==> src/sv/indexed_min_heap_decrease_key_assert.svh <==
// Assertion helpers, clocked on clock, held off during reset.
`ifndef INDEXED_MIN_HEAP_DECREASE_KEY_ASSERT_SVH
`define INDEXED_MIN_HEAP_DECREASE_KEY_ASSERT_SVH

// Condition implies consequence in the same cycle.
`define IMH_ASSERT_SAME(lbl, cond, cons, msg) \
   lbl: assert property (@(posedge clock) disable iff (reset) (cond) |-> (cons)) else $error(msg);

// Condition implies consequence in the next cycle.
`define IMH_ASSERT_NEXT(lbl, cond, cons, msg) \
   lbl: assert property (@(posedge clock) disable iff (reset) (cond) |=> (cons)) else $error(msg);

`endif

==> src/sv/imhdk_ram.sv <==
`default_nettype none
module imhdk_ram #(
   parameter int WIDTH = 8,
   parameter int DEPTH = 16
) (
   input  wire logic                     clock,
   input  wire logic                     wr_en,
   input  wire logic [$clog2(DEPTH)-1:0] wr_addr,
   input  wire logic [WIDTH-1:0]         wr_data,
   input  wire logic                     rd_en,
   input  wire logic [$clog2(DEPTH)-1:0] rd_addr,
   output logic      [WIDTH-1:0]         rd_data
);

   logic [WIDTH-1:0] mem [DEPTH];

   always_ff @(posedge clock) begin
      if (wr_en) begin
         mem[wr_addr] <= wr_data;
      end
      if (rd_en) begin
         rd_data <= mem[rd_addr];
      end
   end

endmodule
`default_nettype wire

==> config.mk <==
export PLATFORM = sky130hd
export DESIGN_NAME = imhdk_ram
export DESIGN_NICKNAME = d
export VERILOG_FILES = /design/src/sv/indexed_min_heap_decrease_key_assert.svh /design/src/sv/imhdk_ram.sv
export SDC_FILE = /design/constraint.sdc
export NUM_CORES = 1
export LEC_CHECK = 0
export ABC_AREA = 1
export ABC_CLOCK_PERIOD_IN_PS = 950
export BUFFER_PORTS_ARGS = -buffer_cell sky130_fd_sc_hd__buf_2
export CAP_MARGIN = 20
export CORE_MARGIN = 2
export CORE_UTILIZATION = 40
export CTS_BUF_LIST = sky130_fd_sc_hd__clkbuf_8
export DETAILED_ROUTE_END_ITERATION = 16
export SYNTH_ARGS = -nofsm -noshare
export SYNTH_HDL_FRONTEND = slang
export SYNTH_SLANG_ARGS = --single-unit
==> constraint.sdc <==
create_clock -name clock -period 0.95 [get_ports clock]
set_input_delay 0.0475 -clock clock [delete_from_list [all_inputs] [get_ports clock]]
set_output_delay 0.0475 -clock clock [all_outputs]
set_load 0.02 [all_outputs]
# Word-level counts from Yosys, hierarchy flattened
# Memories as Yosys holds them, arrays and structs flattened. A register that Yosys moved wholly into a read port is not among the register bits.
# Cells that the tools add are included.
# totals
mem_bits_rw	128
memories	1
regBits	0
output_inout_bits	8
# classes
n_mux	2
# memory_table
name	depth	width	rd	rd_clocked_by_memory_dff	wr	line_no	rtl
mem	16	8	1	1	1	imhdk_ram.sv:15	logic [WIDTH-1:0] mem [DEPTH];
# ops
operator	count
$mux 1	2

# Longest topological paths before layout
# depth
word_depth	2
depth_mapped	8

# Least setup slack after synthesis
# Ideal clock, no wire load.
# synth_timing
path_type	input -> register
start	input port wr_addr[3]
end	memory mem[4][0] (enable)
arrival_time_ps	628
path_stages	2
required_time_ps	580
setup_time_ps	370
setup_slack_ps	-48
path_cell_list	nand3b_1 > nor2_1
# synth_lines
element	line_no	rtl
start: declaration	imhdk_ram.sv:8	input wire logic [$clog2(DEPTH)-1:0] wr_addr,
end: declaration	imhdk_ram.sv:15	
# Straight into the memory's write port.

# Final worst setup path
# layout_timing
start	register rd_data[2] (read register of mem)
end	output port rd_data[2]
# layout_lines
element	line_no	rtl
start: declaration	imhdk_ram.sv:12	output logic [WIDTH-1:0] rd_data
# No word-level cell between the ends.

==> results.md <==
Routing:
- In the routed layout, each cell is associated on average with a via count of 4.874.
- The final routed wirelength across all metal layers is 13,680 microns.
- The number of violations reported at the end of detailed-routing iteration 0 is 501.
- After detailed routing, the average wire length per cell comes to 17.08 microns.
- In the routed design, unresolved DRC markers number 0.
- In this run the remaining antenna-violating nets after routing total 0.
- The detailed router placed 3,904 vias in this run.
- The first detailed-routing pass ran for 5 iterations.

Setup path:
- The arrival time at the worst endpoint is 1070 ps.
- Across all register-to-register paths, the minimum setup slack is -140 ps.
- In this run the critical register-to-register path is captured at rd_data[0].
- The slowest cell on the critical path is sky130_fd_sc_hd__edfxtp_1.
- The largest single stage delay on the critical path is 450 ps.
- The worst setup path is launched from a flip-flop.
- The biggest fanout along the worst timing path is 1.
- The worst setup path is captured at an output port.
- The required time at the worst-slack endpoint is 900 ps.
- The launch point of the worst reg-to-reg path is mem[6][0].
- In this run the number of cells on the critical path is 1.
- The worst-case reg-to-reg path depth is 6.
- The worst setup path is of the flip-flop to output port kind.
- The combined buffer and inverter count along the critical path is 1.
- The cell family contributing the most delay on the critical path is flip-flops.
- Traced cell by cell, the critical path runs through buf_6.

Layout:
- The share of cells above drive strength 1 is 22.85%.
- The number of nets in the final layout is 624.
- Measured on the finished design, the core utilization comes to 48.45%.
- In the final layout, flip-flops and latches occupy 4084 sq um.
- The antenna diode count is 0.
- In the final layout, the multi-input gates occupy 1481 sq um.
- The area overhead of the layout relative to synthesis is 19.52%.
- After filler insertion, the fill cell instance count of the layout stands at 1,310.
- The post-route non-filler standard cell count is 801.

Placement:
- The last weighted congestion value of the routability-driven placer is 0.9221.
- The count of buffers added on input and output ports is 26.
- Detailed placement finished with a half-perimeter wire length of 8757 microns.
- The number of placed instances, taps included, is 768.

Die:
- The floorplan step defined a core boundary enclosing 14,420 sq um.
- The number of standard-cell rows in the floorplan is 44.
- The effective utilization at floorplan is 40.54%.
- The die outline area is 15,600 sq um.
- The number of top-level pins is 27.
- The width of the die is 124.9 microns.
- In this run the vertical extent of the chip is 124.9 microns.

Run status:
- The flow ran to the end, but the final reports show violations.
- The checks that failed: setup timing.

Power and ir drop:
- The switching power total is 0.002734 W.
- Of the total power, registers draw 59.1%.
- In this run, the combinational gates consume 9.1% of the power.
- The leakage power summed over all cells is 3.011 nW.
- Per report_power, the clock group accounts for 31.8% of the total.
- Net switching is 23.76% of the power.
- Across the VDD grid, the largest voltage drop is 0.0009542 V.
- The cell-internal power is 0.008774 W.
- For this design the ratio of total power to cell area is 1647 nW/um^2.

STA:
- The worst pin sits at a relative slew slack of 72.84%.
- The setup-violating endpoint count in the final report is 16.
- The final count of hold timing violations is 0.
- Counting I/O delays and the setup requirement, the final critical path takes 1115 ps.
- Setup repair after global routing could not meet its margin everywhere.
- Between clock sinks in the finished design, the worst skew comes to 12.81 ps.
- The transition time at the pin with the least slew margin is 407.5 ps.
- The share of the cycle needed by the critical path after routing is 117.4%.
- The maximum clock rate is 896.8 MHz.
- The setup slack after layout is -165.0 ps.
- The count of pins over their slew limit is 0.

Clock tree:
- Counting every sink on the clock net gives 136.
- The H-tree was split into 4 levels.
- The clock tree root driver cell is sky130_fd_sc_hd__clkbuf_8.
- Post-CTS timing repair inserted 0 buffers for setup.
- For the worst-skew pair, the clock arrives at the later sink with an insertion delay of 450 ps.
- The number of buffers added by the clock tree synthesis step is 17.
- The TritonCTS clock tree is yes.
- The clock passes through at most 2 buffers.
- After clock tree synthesis, the clock-pin slew on the worst setup and hold paths is 70 ps.

Yosys:
- The number of distinct standard cells referenced by the synthesized netlist is 11.
- The synthesis-stage register bit count is 136.
- The average instance in the mapped netlist occupies 10.61 sq um.
- The count of synthesis-stage warnings from yosys is 0.
- In the post-synthesis netlist, the biggest area contributors are sky130_fd_sc_hd__edfxtp_1 (70%), sky130_fd_sc_hd__nand2_1 (11%), sky130_fd_sc_hd__nand3_1 (8.3%), sky130_fd_sc_hd__inv_1 (6.4%), sky130_fd_sc_hd__buf_6 (1.2%).
- The proportion of register bits with asynchronous set or reset after synthesis is 0%.
- By count the netlist is led by sky130_fd_sc_hd__nand2_1 (173), sky130_fd_sc_hd__edfxtp_1 (136), sky130_fd_sc_hd__inv_1 (100).
- The area of the mapped netlist is 5847 sq um.
- The leading area contributor after synthesis is sky130_fd_sc_hd__edfxtp_1.
- The share of synthesized area in the top cell type comes to 69.85%.
- In the synthesized netlist the dominant register cell turns out to be sky130_fd_sc_hd__edfxtp_1.
- Sequential cells were found to cover 69.85% of the synthesized design area.
- The synthesized net count is 570.
- The number of enable flip-flop cells after synthesis is 136.
- The most repeated cell in the gate-level netlist after synthesis is sky130_fd_sc_hd__nand2_1.
- The cell count after synthesis came out at 551.

GRT:
- The initial antenna violation count is 0.
- The first global-routing pass estimated 21,680 microns of wire.
- Global routing consumed, over all layers together, 18.62% of the routing resources.
- The largest net degree at the start of global routing is 55.
- The aggregate global routing overflow is 0.
- The number of global-route vias before repair is 3,975.

Job:
- The number of violations of the max-capacitance limit is 0.

Hold path:
- For hold timing, the worst endpoint is mem[6][3].
- Counting instances, the worst hold path has a depth of 1.
- The worst hold path belongs to the class input port to flip-flop.
- The source of the worst hold timing path is wr_data[3].
-- worst reg2reg max path, cell delays in order, from the launching register on --
cell and delay, ps:
sky130_fd_sc_hd__edfxtp_1 370, sky130_fd_sc_hd__inv_1 70, sky130_fd_sc_hd__nand2_1 60, sky130_fd_sc_hd__nand3_2 70
sky130_fd_sc_hd__nand3_2 90, sky130_fd_sc_hd__nand3_2 110, sky130_fd_sc_hd__nand2_2 70
-- layout by cell type (no fill, tap or decap) --
| cell | instances |
|---|---|
| sky130_fd_sc_hd__nand3_1 | 48 |
| sky130_fd_sc_hd__nor2_1 | 15 |
| sky130_fd_sc_hd__buf_6 | 6 |
| sky130_fd_sc_hd__nand2_1 | 166 |
| sky130_fd_sc_hd__nor2_2 | 2 |
| sky130_fd_sc_hd__edfxtp_1 | 136 |
| sky130_fd_sc_hd__buf_2 | 20 |
| sky130_fd_sc_hd__buf_12 | 8 |
| sky130_fd_sc_hd__buf_4 | 23 |
| sky130_fd_sc_hd__dlygate4sd3_1 | 2 |
| sky130_fd_sc_hd__nand2_2 | 7 |
| sky130_fd_sc_hd__inv_1 | 101 |
| sky130_fd_sc_hd__nand3_2 | 49 |
| sky130_fd_sc_hd__inv_2 | 7 |
| sky130_fd_sc_hd__clkinv_1 | 6 |
| sky130_fd_sc_hd__nand3b_1 | 2 |
| sky130_fd_sc_hd__clkbuf_8 | 17 |
| sky130_fd_sc_hd__clkinv_2 | 2 |
-- routing by layer --
layer | up-vias | part of all wire [%] | track usage, %
met3 | 27 | 5.4 | 4.210
li1 | 1891 | - | -
met5 | - | 0 | 0
met1 | 1860 | 45 | 24.72
met4 | 0 | 2.1 | 8.105
met2 | 126 | 48 | 29.60
-- flip-flops by register name, indices dropped and copies added, names as in the netlist --
register  count
rd_data       8
mem         128
-- how the worst max path moves through the flow --
stage	to	startpoint	slack, ps
6_report	rd_data[2]	rd_data[2]	-170
5_1_grt	rd_data[2]	rd_data[2]	-200
4_1_cts	rd_data[2]	rd_data[2]	-200
3_5_place_dp	rd_data[2]	rd_addr[0]	-310
3_3_place_gp	rd_data[3]	rd_addr[0]	-280
2_1_floorplan	mem[10][0]	wr_addr[2]	-50
-- kinds of logic (layout without fill, tap and decap cells) --
logic type | Yosys count | in the layout | share of synthesized area (%)
buffers and inverters | 126 | 192 | 9.394
DFF | 136 | 136 | 69.85
and+or+nand+nor | 289 | 289 | 20.76
-- through the flow --
step                      power [W]  setup WS, ps  setup TNS [ps]  area (sq um)  hold slack, ps
after floorplan            0.007428        -48.34           -3998          5852           146.4
after global placement     0.007831        -276.8           -9846          6379           422.3
after detailed placement   0.007846        -311.5          -11940          6379           429.7
after CTS                   0.01155        -201.9           -2021          6880           5.482
after global routing        0.01193        -196.8           -2531          6988           23.94
final                       0.01151        -165.0           -1750          6988           24.20
-- cell type report --
cell class	count	area share, %
flip-flops and latches	136	58.44
multi-input cells	289	21.20
repair buffers	59	7.449
inverters	102	5.479
clock buffers	17	3.348
well taps	184	3.295
clock inverters	14	0.7878
-- repair_timing --
item / 4_1_cts / 5_1_grt
hold endpoints to repair: 13 / 0
pin swaps: 38 / 18
hold buffers: 2 / 0
resized for setup: 44 / 29
setup endpoints to repair: 16 / 16
-- power by group through the flow --
stage                     Combinational, W  Clock, W  Sequential, W
final                              0.00104   0.00366        0.00681
after CTS                          0.00101   0.00374        0.00680
after global placement            0.000905         0        0.00693
after floorplan                   0.000475         0        0.00695
after detailed placement          0.000917         0        0.00693
after global routing               0.00115   0.00397        0.00681
(Power assumes the default switching activity.)
